File: config.mk
export PLATFORM = sky130hd
export DESIGN_NAME = tlsch_back
export DESIGN_NICKNAME = d
export VERILOG_FILES = /design/src/hw/rtl/tlsch_pkg.sv /design/src/hw/rtl/tlsch_back.sv
export SDC_FILE = /design/constraint.sdc
export NUM_CORES = 1
export LEC_CHECK = 0
export BUFFER_PORTS_ARGS = -buffer_cell sky130_fd_sc_hd__buf_2
export CAP_MARGIN = 20
export CORE_UTILIZATION = 35
export CTS_CLUSTER_SIZE = 20
export DETAILED_ROUTE_END_ITERATION = 7
export GPL_ROUTABILITY_DRIVEN = 0
export SYNTH_ARGS = -nofsm -noshare
export SYNTH_HDL_FRONTEND = slang
export SYNTH_SLANG_ARGS = --single-unit
File: constraint.sdc
create_clock -name clk -period 17 [get_ports clk]
set_input_delay 3.4 -clock clk [delete_from_list [all_inputs] [get_ports clk]]
set_output_delay 3.4 -clock clk [all_outputs]
set_load 0.005 [all_outputs]
File: src/hw/rtl/tlsch_pkg.sv
// Shared types and constants for the ClientHello checker.
package tlsch_pkg;

  localparam int MaxMsgBytes = 65536;

  typedef enum logic [4:0] {
    PH_TYPE, PH_BODYLEN, PH_LEGACY, PH_RANDOM, PH_SIDLEN, PH_SID, PH_CSLEN,
    PH_CSITEM, PH_COMPLEN, PH_COMPBYTE, PH_EXTSLEN, PH_EXTTYPE, PH_EXTLEN,
    PH_SKIPEXT, PH_PREFIX, PH_U16ITEM, PH_KSGROUP, PH_KSLEN, PH_KSDATA,
    PH_ALPNLEN, PH_ALPNDATA, PH_SNITYPE, PH_SNILEN, PH_SNIDATA
  } phase_t;

  typedef enum logic [2:0] {
    K_OTHER, K_VERS, K_GROUPS, K_SIGS, K_KEYSHARE, K_ALPN, K_SNI
  } kind_t;

  localparam logic [15:0] ExtSni      = 16'h0000;
  localparam logic [15:0] ExtGroups   = 16'h000a;
  localparam logic [15:0] ExtSigs     = 16'h000d;
  localparam logic [15:0] ExtAlpn     = 16'h0010;
  localparam logic [15:0] ExtVersions = 16'h002b;
  localparam logic [15:0] ExtKeyShare = 16'h0033;
  localparam logic [15:0] KeyLen      = 16'd32;

  localparam logic [1:0] CfgGroup   = 2'd0;
  localparam logic [1:0] CfgSuite   = 2'd1;
  localparam logic [1:0] CfgSig     = 2'd2;
  localparam logic [1:0] CfgVersion = 2'd3;

  // byte queued between front and back
  typedef struct packed {
    logic [7:0] data;
    logic       fin;
  } qitem_t;

  // one verdict
  typedef struct packed {
    logic        accepted;
    logic        offers_version;
    logic        offers_group;
    logic        offers_sig_scheme;
    logic        offers_suite;
    logic        alpn_seen;
    logic        alpn_has_http11;
    logic [5:0]  session_id_length;
    logic        key_share_found;
    logic [15:0] key_share_offset;
    logic [15:0] host_name_offset;
    logic [15:0] host_name_length;
  } verdict_t;

  function automatic logic [7:0] http11_char(input logic [4:0] idx);
    logic [7:0] c;
    unique case (idx[2:0])
      3'd0: c = 8'h68;
      3'd1: c = 8'h74;
      3'd2: c = 8'h74;
      3'd3: c = 8'h70;
      3'd4: c = 8'h2f;
      3'd5: c = 8'h31;
      3'd6: c = 8'h2e;
      default: c = 8'h31;
    endcase
    return c;
  endfunction

endpackage

File: src/hw/rtl/tlsch_back.sv
// Parser: walks the ClientHello one byte per cycle, unless a verdict waits untaken, and builds the verdict.
module tlsch_back
  import tlsch_pkg::*;
(
  input  logic        clk,
  input  logic        rst_n,
  input  logic        b_valid,
  output logic        b_ready,
  input  logic [7:0]  b_data,
  input  logic        b_fin,
  input  logic        b_over,
  input  logic [15:0] b_pos,
  input  logic [15:0] wanted_group,
  input  logic [15:0] wanted_suite,
  input  logic [15:0] wanted_sig,
  input  logic [15:0] wanted_version,
  output logic        v_valid,
  input  logic        v_ready,
  output verdict_t    v_data
);

  phase_t      ph_r, ph_nxt;
  logic [23:0] body_r, body_nxt;
  logic [15:0] blk_r, blk_nxt, ext_r, ext_nxt, list_r, list_nxt, ent_r, ent_nxt;
  logic [23:0] sh_r, sh_nxt;
  logic [1:0]  got_r, got_nxt;
  kind_t       kind_r, kind_nxt;
  logic [4:0]  cmp_r, cmp_nxt;
  logic        err_r, err_nxt, hit_r, hit_nxt, seen4_r, seen4_nxt;
  logic [6:0]  fl_r, fl_nxt;
  logic [15:0] ksp_r, ksp_nxt, hp_r, hp_nxt, hl_r, hl_nxt;
  logic [5:0]  sid_r, sid_nxt;
  logic        vv_r;
  verdict_t    vd_r, vd_nxt;

  logic        fire, stop;
  logic [1:0]  w;
  logic [23:0] v;
  logic [15:0] v16, want, p1;
  logic [2:0]  kflag;

  assign b_ready = !vv_r || v_ready;
  assign fire    = b_valid && b_ready;
  assign v_valid = vv_r;
  assign v_data  = vd_r;
  assign v       = {sh_r[15:0], b_data};
  assign v16     = v[15:0];
  assign p1      = b_pos + 16'd1;

  always_comb begin
    unique case (kind_r)
      K_VERS:   begin want = wanted_version; kflag = 3'b001; end
      K_GROUPS: begin want = wanted_group;   kflag = 3'b010; end
      default:  begin want = wanted_sig;     kflag = 3'b100; end
    endcase
    unique case (ph_r)
      PH_TYPE, PH_SIDLEN, PH_COMPLEN, PH_COMPBYTE, PH_ALPNLEN, PH_SNITYPE: w = 2'd1;
      PH_BODYLEN: w = 2'd3;
      PH_PREFIX: w = (kind_r == K_VERS) ? 2'd1 : 2'd2;
      PH_LEGACY, PH_CSLEN, PH_CSITEM, PH_EXTSLEN, PH_EXTTYPE, PH_EXTLEN,
      PH_U16ITEM, PH_KSGROUP, PH_KSLEN, PH_SNILEN: w = 2'd2;
      default: w = 2'd0;
    endcase
  end

  always_comb begin
    ph_nxt = ph_r; body_nxt = body_r; blk_nxt = blk_r; ext_nxt = ext_r;
    list_nxt = list_r; ent_nxt = ent_r; sh_nxt = sh_r; got_nxt = got_r;
    kind_nxt = kind_r; cmp_nxt = cmp_r; err_nxt = err_r; hit_nxt = hit_r;
    fl_nxt = fl_r; ksp_nxt = ksp_r; hp_nxt = hp_r; hl_nxt = hl_r; sid_nxt = sid_r;
    seen4_nxt = seen4_r;
    stop = 1'b0;
    vd_nxt = '0;
    if (b_over) begin
      err_nxt = 1'b1;
    end else if (!err_r) begin
      // enclosing-length checks, outermost first
      if (seen4_r) begin
        if (body_r == '0) begin err_nxt = 1'b1; stop = 1'b1; end
        else body_nxt = body_r - 24'd1;
      end
      if (!stop && ph_r >= PH_EXTTYPE) begin
        if (blk_r == '0) begin err_nxt = 1'b1; stop = 1'b1; end
        else blk_nxt = blk_r - 16'd1;
      end
      if (!stop && ph_r >= PH_SKIPEXT) begin
        if (ext_r == '0) begin err_nxt = 1'b1; stop = 1'b1; end
        else ext_nxt = ext_r - 16'd1;
      end
      if (!stop && (ph_r >= PH_U16ITEM || ph_r == PH_CSITEM)) begin
        if (list_r == '0) begin err_nxt = 1'b1; stop = 1'b1; end
        else list_nxt = list_r - 16'd1;
      end
      if (!stop && w == 2'd0) begin
        if (ent_r == '0) begin
          err_nxt = 1'b1;
        end else begin
          ent_nxt = ent_r - 16'd1;
          if (ph_r == PH_ALPNDATA) begin
            if (cmp_r >= 5'd1 && cmp_r <= 5'd8 && b_data == http11_char(cmp_r - 5'd1))
              cmp_nxt = cmp_r + 5'd1;
            else cmp_nxt = 5'd0;
          end
          if (ent_r == 16'd1) begin
            sh_nxt = '0; got_nxt = '0;
            priority case (ph_r)
              PH_RANDOM: ph_nxt = PH_SIDLEN;
              PH_SID:    ph_nxt = PH_CSLEN;
              PH_SKIPEXT: ph_nxt = PH_EXTTYPE;
              PH_KSDATA: ph_nxt = (list_nxt == '0) ? PH_EXTTYPE : PH_KSGROUP;
              PH_ALPNDATA: begin
                if (cmp_nxt == 5'd9) fl_nxt[5] = 1'b1;
                ph_nxt = (list_nxt == '0) ? PH_EXTTYPE : PH_ALPNLEN;
              end
              default: ph_nxt = (list_nxt == '0) ? PH_EXTTYPE : PH_SNITYPE;
            endcase
          end
        end
      end else if (!stop) begin
        sh_nxt = v;
        got_nxt = got_r + 2'd1;
        if (got_nxt >= w) begin
          // field complete; shift/got are cleared, but a session id length error keeps them
          sh_nxt = '0; got_nxt = '0;
          unique case (ph_r)
            PH_TYPE: begin if (v != 24'd1) err_nxt = 1'b1; ph_nxt = PH_BODYLEN; end
            PH_BODYLEN: begin body_nxt = v; ph_nxt = PH_LEGACY; end
            PH_LEGACY: begin ent_nxt = 16'd32; ph_nxt = PH_RANDOM; end
            PH_SIDLEN: begin
              if (v > 24'd32) begin err_nxt = 1'b1; sh_nxt = v; got_nxt = got_r + 2'd1; end
              else begin
                sid_nxt = v[5:0]; ent_nxt = v16;
                ph_nxt = (v == '0) ? PH_CSLEN : PH_SID;
              end
            end
            PH_CSLEN: begin
              if (v < 24'd2 || v[0]) err_nxt = 1'b1;
              else begin list_nxt = v16; fl_nxt[3] = 1'b0; ph_nxt = PH_CSITEM; end
            end
            PH_CSITEM: begin
              if (v16 == wanted_suite) fl_nxt[3] = 1'b1;
              ph_nxt = (list_nxt == '0) ? PH_COMPLEN : PH_CSITEM;
            end
            PH_COMPLEN: begin if (v != 24'd1) err_nxt = 1'b1; ph_nxt = PH_COMPBYTE; end
            PH_COMPBYTE: begin if (v != 24'd0) err_nxt = 1'b1; ph_nxt = PH_EXTSLEN; end
            PH_EXTSLEN: begin blk_nxt = v16; ph_nxt = PH_EXTTYPE; end
            PH_EXTTYPE: begin
              priority case (v16)
                ExtVersions: kind_nxt = K_VERS;
                ExtGroups:   kind_nxt = K_GROUPS;
                ExtSigs:     kind_nxt = K_SIGS;
                ExtKeyShare: kind_nxt = K_KEYSHARE;
                ExtAlpn:     kind_nxt = K_ALPN;
                ExtSni:      kind_nxt = K_SNI;
                default:     kind_nxt = K_OTHER;
              endcase
              ph_nxt = PH_EXTLEN;
            end
            PH_EXTLEN: begin
              if (v16 > blk_nxt) err_nxt = 1'b1;
              else begin
                ext_nxt = v16; ent_nxt = v16;
                if (kind_r != K_OTHER) ph_nxt = PH_PREFIX;
                else ph_nxt = (v16 == '0) ? PH_EXTTYPE : PH_SKIPEXT;
              end
            end
            PH_PREFIX: begin
              if (v16 != ext_nxt) err_nxt = 1'b1;
              else begin
                list_nxt = v16;
                if (kind_r <= K_SIGS) begin
                  if (v16[0]) err_nxt = 1'b1;
                  else begin
                    fl_nxt[2:0] = fl_r[2:0] & ~kflag;
                    ph_nxt = (v16 == '0) ? PH_EXTTYPE : PH_U16ITEM;
                  end
                end else if (kind_r == K_KEYSHARE) begin
                  ph_nxt = (v16 == '0) ? PH_EXTTYPE : PH_KSGROUP;
                end else if (kind_r == K_ALPN) begin
                  if (v16 == '0) err_nxt = 1'b1;
                  else begin fl_nxt[4] = 1'b1; ph_nxt = PH_ALPNLEN; end
                end else begin
                  ph_nxt = (v16 == '0) ? PH_EXTTYPE : PH_SNITYPE;
                end
              end
            end
            PH_U16ITEM: begin
              if (v16 == want) fl_nxt[2:0] = fl_r[2:0] | kflag;
              ph_nxt = (list_nxt == '0) ? PH_EXTTYPE : PH_U16ITEM;
            end
            PH_KSGROUP: begin hit_nxt = (v16 == wanted_group); ph_nxt = PH_KSLEN; end
            PH_KSLEN: begin
              if (v16 == '0 || v16 > list_nxt) err_nxt = 1'b1;
              else begin
                if (hit_r && v16 == KeyLen) begin fl_nxt[6] = 1'b1; ksp_nxt = p1; end
                ent_nxt = v16; ph_nxt = PH_KSDATA;
              end
            end
            PH_ALPNLEN: begin
              if (v16 == '0 || v16 > list_nxt) err_nxt = 1'b1;
              else begin
                cmp_nxt = (v16 == 16'd8) ? 5'd1 : 5'd0;
                ent_nxt = v16; ph_nxt = PH_ALPNDATA;
              end
            end
            PH_SNITYPE: begin hit_nxt = (v16 == '0); ph_nxt = PH_SNILEN; end
            PH_SNILEN: begin
              if (v16 > list_nxt) err_nxt = 1'b1;
              else begin
                if (hit_r && hl_r == '0 && v16 != '0) begin hp_nxt = p1; hl_nxt = v16; end
                ent_nxt = v16;
                if (v16 == '0) ph_nxt = (list_nxt == '0) ? PH_EXTTYPE : PH_SNITYPE;
                else ph_nxt = PH_SNIDATA;
              end
            end
            default: err_nxt = 1'b1;
          endcase
        end
      end
    end
    if (b_pos == 16'd3 && !b_over) seen4_nxt = 1'b1;
    if (!err_nxt && ph_nxt == PH_EXTTYPE && got_nxt == '0 && blk_nxt == '0 &&
        body_nxt == '0) begin
      vd_nxt.accepted          = 1'b1;
      vd_nxt.offers_version    = fl_nxt[0];
      vd_nxt.offers_group      = fl_nxt[1];
      vd_nxt.offers_sig_scheme = fl_nxt[2];
      vd_nxt.offers_suite      = fl_nxt[3];
      vd_nxt.alpn_seen         = fl_nxt[4];
      vd_nxt.alpn_has_http11   = fl_nxt[5];
      vd_nxt.session_id_length = sid_nxt;
      vd_nxt.key_share_found   = fl_nxt[6];
      vd_nxt.key_share_offset  = ksp_nxt;
      vd_nxt.host_name_offset  = hp_nxt;
      vd_nxt.host_name_length  = hl_nxt;
    end
  end

  always_ff @(posedge clk) begin
    if (!rst_n) begin
      ph_r <= PH_TYPE; got_r <= '0; err_r <= 1'b0; fl_r <= '0; seen4_r <= 1'b0;
      vv_r <= 1'b0;
      body_r <= '0; blk_r <= '0; ext_r <= '0; list_r <= '0; ent_r <= '0;
      sh_r <= '0; kind_r <= K_OTHER; cmp_r <= '0; hit_r <= 1'b0;
      ksp_r <= '0; hp_r <= '0; hl_r <= '0; sid_r <= '0;
    end else begin
      if (fire && b_fin) vv_r <= 1'b1;
      else if (v_ready) vv_r <= 1'b0;
      if (fire) begin
        if (b_fin) begin
          vd_r <= vd_nxt;
          ph_r <= PH_TYPE; got_r <= '0; err_r <= 1'b0; fl_r <= '0; seen4_r <= 1'b0;
          body_r <= '0; blk_r <= '0; ext_r <= '0; list_r <= '0; ent_r <= '0;
          sh_r <= '0; kind_r <= K_OTHER; cmp_r <= '0; hit_r <= 1'b0;
          ksp_r <= '0; hp_r <= '0; hl_r <= '0; sid_r <= '0;
        end else begin
          ph_r <= ph_nxt; got_r <= got_nxt; err_r <= err_nxt; fl_r <= fl_nxt;
          seen4_r <= seen4_nxt;
          body_r <= body_nxt; blk_r <= blk_nxt; ext_r <= ext_nxt; list_r <= list_nxt;
          ent_r <= ent_nxt; sh_r <= sh_nxt; kind_r <= kind_nxt; cmp_r <= cmp_nxt;
          hit_r <= hit_nxt; ksp_r <= ksp_nxt; hp_r <= hp_nxt; hl_r <= hl_nxt;
          sid_r <= sid_nxt;
        end
      end
    end
  end
endmodule

# After elaboration in Yosys (flattened, before gate mapping)
# Cells that the tools add are included.
[totals] out_inout_bits=64 in_bits=94 elab_cells=445 reg_bits=246
[op_classes] add_sub_neg=9 n_mux=264 magnitude_cmp=11 eq_ne=60 reduce_logical=67 n_bitwise=3
[ops] op="$mux 16" count=83
[ops] op="$mux 5" count=44
[ops] op="$mux 24" count=9
[ops] op="$logic_not 16->1" count=8
[ops] op="$pmux 5 s18" count=1
[ops] op="$pmux 16 s5" count=1
[ops] op="$logic_not 24->1" count=3
[ops] op="$mux 1" count=70
[ops] op="$pmux 16 s2" count=2
[ops] op="$sub 16x1->16 const B" count=4
[ops] op="$mux 62" count=1
[ops] op="$eq 5x4->1 const B" count=10
[ops] op="$eq 16x16->1" count=3
[ops] op="$eq 16x4->1 const B" count=3
[ops] op="$eq 16x6->1 const B" count=3
[ops] op="$mux 6" count=8
[ops] op="$mux 3" count=15
[ops] op="$mux 8" count=5
[ops] op="$eq 5x5->1 const B" count=7
[ops] op="$pmux 7 s5" count=1
[ops] op="$gt 16x16->1" count=2
[ops] op="$pmux 5 s5" count=1
[ops] op="$gt 24x6->1 const B" count=1
[ops] op="$lt 24x2->1 const B" count=1
[ops] op="58 further kinds" count=128

# Depth between registers and ports, before layout
[logic_depth] depth_word=42 ltp_mapped=25 depth_no_buf=21

# Worst setup path before layout
# No wires, ideal clock.
[synth_timing] path_kind="input -> register" startpoint="input rst_n" endpoint="register vd_r, in the netlist v_data[0] (enable)" t_arrival_ns=6.798 stages=5 required_ns=16.518 path_buffers=3 setup_slack_ns=9.720 setup_ns=0.482 cell_sequence="clkbuf_1 inv_2 clkbuf_1 buf_1 nor2_1"
[synth_via] elab_chain_cells=1
[synth_lines] item="start: declaration" line="tlsch_back.sv:6" source="input logic rst_n,"
[synth_lines] item="$reduce_and 3->1 (no line)"
[synth_lines] item="end signal: assignment" line="tlsch_back.sv:251" source="vd_r <= vd_nxt;"
[synth_lines] item="end: declaration" line="tlsch_back.sv:34" source="verdict_t vd_r, vd_nxt;"
# No other way between the ends.
# A chain may end at the register's enable or synchronous reset.

# Worst setup path after layout
[layout_timing] startpoint="register body_r[1]" endpoint="register hp_r[13]"
[layout_via] elab_chain_cells=29 word_cells_on_any_way=37
[layout_lines] item="start: declaration" line="tlsch_back.sv:23" source="logic [23:0] body_r, body_nxt;"
[layout_lines] item="start signal: assignment" line="tlsch_back.sv:259" source="body_r <= body_nxt; blk_r <= blk_nxt; ext_r <= ext_nxt; list_r <= list_nxt;"
[layout_lines] item="$logic_not 24->1 *" line="tlsch_back.sv:79" source="if (body_r == '0) begin err_nxt = 1'b1; stop = 1'b1; end"
[layout_lines] item="$mux 1 *" line="tlsch_back.sv:79"
[layout_lines] item="$mux 1 *" line="tlsch_back.sv:78" source="if (seen4_r) begin"
[layout_lines] item="$mux 1 *" line="tlsch_back.sv:76" source="end else if (!err_r) begin"
[layout_lines] item="$mux 1 *" line="tlsch_back.sv:74" source="if (b_over) begin"
[layout_lines] item="$logic_not 1->1" line="tlsch_back.sv:82" source="if (!stop && ph_r >= PH_EXTTYPE) begin"
[layout_lines] item="$logic_and 1x1->1" line="tlsch_back.sv:82"
[layout_lines] item="$mux 1 *" line="tlsch_back.sv:82"
[layout_lines] item="(+13 left out)"
[layout_lines] item="$mux 16" line="tlsch_back.sv:208" source="if (v16 > list_nxt) err_nxt = 1'b1;"
[layout_lines] item="$mux 16" line="tlsch_back.sv:125" source="unique case (ph_r)"
[layout_lines] item="$mux 16" line="tlsch_back.sv:122" source="if (got_nxt >= w) begin"
[layout_lines] item="$mux 16" line="tlsch_back.sv:119" source="end else if (!stop) begin"
[layout_lines] item="$mux 16 *" line="tlsch_back.sv:94" source="if (!stop && w == 2'd0) begin"
[layout_lines] item="$mux 16 *" line="tlsch_back.sv:76"
[layout_lines] item="$mux 16 *" line="tlsch_back.sv:74"
[layout_lines] item="$mux 16 *" line="tlsch_back.sv:250" source="if (b_fin) begin"
[layout_lines] item="end signal: assignment" line="tlsch_back.sv:261" source="hit_r <= hit_nxt; ksp_r <= ksp_nxt; hp_r <= hp_nxt; hl_r <= hl_nxt;"
[layout_lines] item="end: declaration" line="tlsch_back.sv:31" source="logic [15:0] ksp_r, ksp_nxt, hp_r, hp_nxt, hl_r, hl_nxt;"
# Every way passes the cells marked *; elsewhere a longest branch is shown, timed or not. The select of a mux whose other input is x is not followed.

==> run_results.csv <==
group,metric,value,unit
floorplan,row_count,83,
finish,final_area,20400,sq um
worst_hold_path,worst_hold_path_type,"register to register",
floorplan,dieWidth,230,microns
place,hpwl,43.7,mm
clocking,clk_latency,0.59,ns
global_route,grt_start_max_net_pins,88,
clocking,cts_hold_buffers,0,
power_and_ir_drop,fin_total_pwr,1.50,mW
logic_synthesis,synth_warnings,0,
routing,via_per_inst,6.09,
setup_path,crit_path_start_kind,"register",
logic_synthesis,synth_edf_count,62,
sta,clock_skew,0.0150,ns
routing,drc_errors,0,
finish,utilization,39.8,%
setup_path,end_kind,"register",
routing,detail_route.wl_per_cell,21.5,microns
global_route,grt_pass1_wl,100,mm
sta,rsz0062_at_grt,"false",
sta,final-hold-violation-count,0,
setup_path,crit_buf_inv,4,
power_and_ir_drop,p_leak,6.93,nW
clocking,cts_buffers,31,
sta,tns,0,ns
place,io_buffers,157,
global_route,track_usage,23.8,%
logic_synthesis,synthCells,2250,
place,dp.cells,2946,
floorplan,io_pins,158,
setup_path,crit_required,17.51,ns
routing,firstDrtPassIters,6,
finish,area_growth,12.6,%
finish,n_fill_cell,5207,
sta,post-route-min-period,7.35,ns
sta,slew_headroom,29.1,%
routing,via_count,18400,
routing,wl_met2,29.4,mm
sta,worst_pin_slew,1.06,ns
routing,ant_nets,0,
global_route,overflow,0,
clocking,cts_sinks,246,
logic_synthesis,synth.top_cells.by_count,"nor2_1 (261), dfxtp_1 (184), a21oi_1 (165)",
setup_path,cpPeakStageDelay,0.73,ns
logic_synthesis,yosysSeqAreaShare,30.6,%
finish,stdcell_count,3013,
logic_synthesis,syn_area,18100,sq um
logic_synthesis,synth-seq-cells,246,
logic_synthesis,synth_most_common_cell,"nor2_1",
setup_path,crit_fanout,34,
setup_path,critPathTopFamily,"simple AND/OR/NAND/NOR gates",
setup_path,arrival,7.86,ns
clocking,cts_root_buf,"clkbuf_16",
sta,max_freq,136,MHz
sta,hold_ws,0.469,ns
run,max_cap_viol_count,0,
logic_synthesis,synth_area_leaders,"dfxtp_1 (20%), edfxtp_1 (10%), nor2_1 (5.4%)",
global_route,grt_pass1_vias,17200,
clocking,post_cts_buffers,0,
clocking,cts.path.max_buffers,3,
routing,wl_met1,27.6,mm
place,place_ws,8.84,ns
logic_synthesis,synth_cell_types,100,
logic_synthesis,yosys_most_used_dff,"dfxtp_1",
setup_path,crit_path_frequent_cell,"buf_4",
logic_synthesis,async_flop_share,0,%
routing,drt-total-wl,64.9,mm
place,dpl_cell_area,19300,sq um
routing,drtIter0Drc,1920,
sta,setup_ws,9.65,ns
logic_synthesis,yosys.area.top_type,"dfxtp_1",
routing,top_layer,"met4",
clocking,cts_tree,"yes",
finish,drive_gt1_share,16.6,%
power_and_ir_drop,power_density,73.3,nW/um^2
sta,fin_crit_sh,43.2,%
logic_synthesis,syn-num-nets,2391,
finish,nets,2448,
status,outcome,"completed",
sta,setup_viol,0,
global_route,antenna_found_initial,1,
sta,report.final.slew_viol_count,0,
clocking,htreeDepth,1,
clocking,ctsResizeCount,0,
setup_path,path_class,"register to register",
floorplan,die_y,230,microns
power_and_ir_drop,max-vdd-ir-drop,0.0764,mV
logic_synthesis,yosysTopAreaCellShare,20.3,%
setup_path,cp_cell_sequence,"inv_1, ha_1, nor4bb_1, nand4_2, o22ai_4, buf_4, nor2_1, nand3_1, nor3_1, xnor2_1, ha_1, nor3_1, nor2_1, a221oi_1, o21ai_0, o2111ai_1, nand2_1, nor4_4, buf_4, and2_1, nor2b_1, buf_4, a22oi_1, nor2b_1",
logic_synthesis,avgSynthCellArea,8.06,sq um
clocking,clk_pin_slew,0.06,ns
floorplan,fp.dieArea,52700,sq um
setup_path,slowest_stage,"nor4bb_1",
routing,met3_length,4.73,mm
floorplan,fp.coreArea,51300,sq um
floorplan,start_util,35.3,%
## layout make-up
cell class	count	area [sq um]	area share [%]
clock buffers	48	890	4.36
multi-input cells	1782	11600	57.0
repair buffers	215	1250	6.11
flip-flops and latches	246	5550	27.2
clock inverters	10	120	0.588
well taps	680	851	4.17
diodes	1	2.50	0.0123
inverters	31	118	0.576
## per-layer routing
metal  GRT usage [%]  vias to the layer above
li1                -                     8460
met1            31.4                     8834
met2            37.6                      867
met3            3.55                      200
met4            11.6                        0
met5               0                        -
## cells in the final DEF, fill, tap and decap left out, types with 53 or more instances in the layout
| master | count |
|---|---|
| nor2_1 | 258 |
| dfxtp_1 | 184 |
| a21oi_1 | 165 |
| buf_2 | 157 |
| nand2_1 | 149 |
| xnor2_1 | 95 |
| o21ai_0 | 91 |
| a22oi_1 | 84 |
| nor3_1 | 83 |
| nand3_1 | 67 |
| nor4_1 | 63 |
| edfxtp_1 | 62 |
| nor3_2 | 59 |
| buf_4 | 53 |
## worst reg2reg max path: cells and delay by family, from the launching register on
family	cells	cell delay, ns
buffers and inverters	4	1.11
AO/OA/AOI/OAI	5	1.42
flip-flops	1	0.35
XOR/XNOR	1	0.25
adder cells (fa/ha/maj)	2	0.60
AND/OR/NAND/NOR	12	3.57
## where the power goes
part / total, mW / leakage [nW] / internal (mW) / switching (mW)
logic: 0.223 / 4.42 / 0.0708 / 0.152
registers: 0.611 / 2.01 / 0.606 / 0.00503
clock network: 0.663 / 0.498 / 0.390 / 0.272
## cell families after synthesis
logic type | after synthesis | synth area share [%]
xor+xnor | 133 | 6.42
fa+ha+maj | 47 | 3.24
buf+inv | 222 | 5.59
flops | 246 | 30.6
compound gates | 604 | 22.6
simple gates | 948 | 28.8
mux | 50 | 2.77
## worst paths after layout
check	endpoint	from	slack, ns	cells after the start
worst max register to register	hp_r[13]	body_r[1]	9.65	24
worst max-delay path	hp_r[13]	body_r[1]	9.65	24
worst min-delay path	fl_r[6]	fl_r[6]	0.47	2
worst min register to register	fl_r[6]	fl_r[6]	0.47	2
## sequential cells by signal, summed over array words and instances (netlist names)
| register | cells |
|---|---|
| blk_r | 16 |
| list_r | 16 |
| got_r | 2 |
| ext_r | 16 |
| v_valid | 1 |
| sid_r | 6 |
| hp_r | 16 |
| ph_r | 5 |
| ksp_r | 16 |
| sh_r | 16 |
| cmp_r | 5 |
| kind_r | 3 |
| hl_r | 16 |
| ent_r | 16 |
| err_r | 1 |
| fl_r | 7 |
| seen4_r | 1 |
| v_data | 62 |
| hit_r | 1 |
| body_r | 24 |
(Power assumes the default switching activity.)
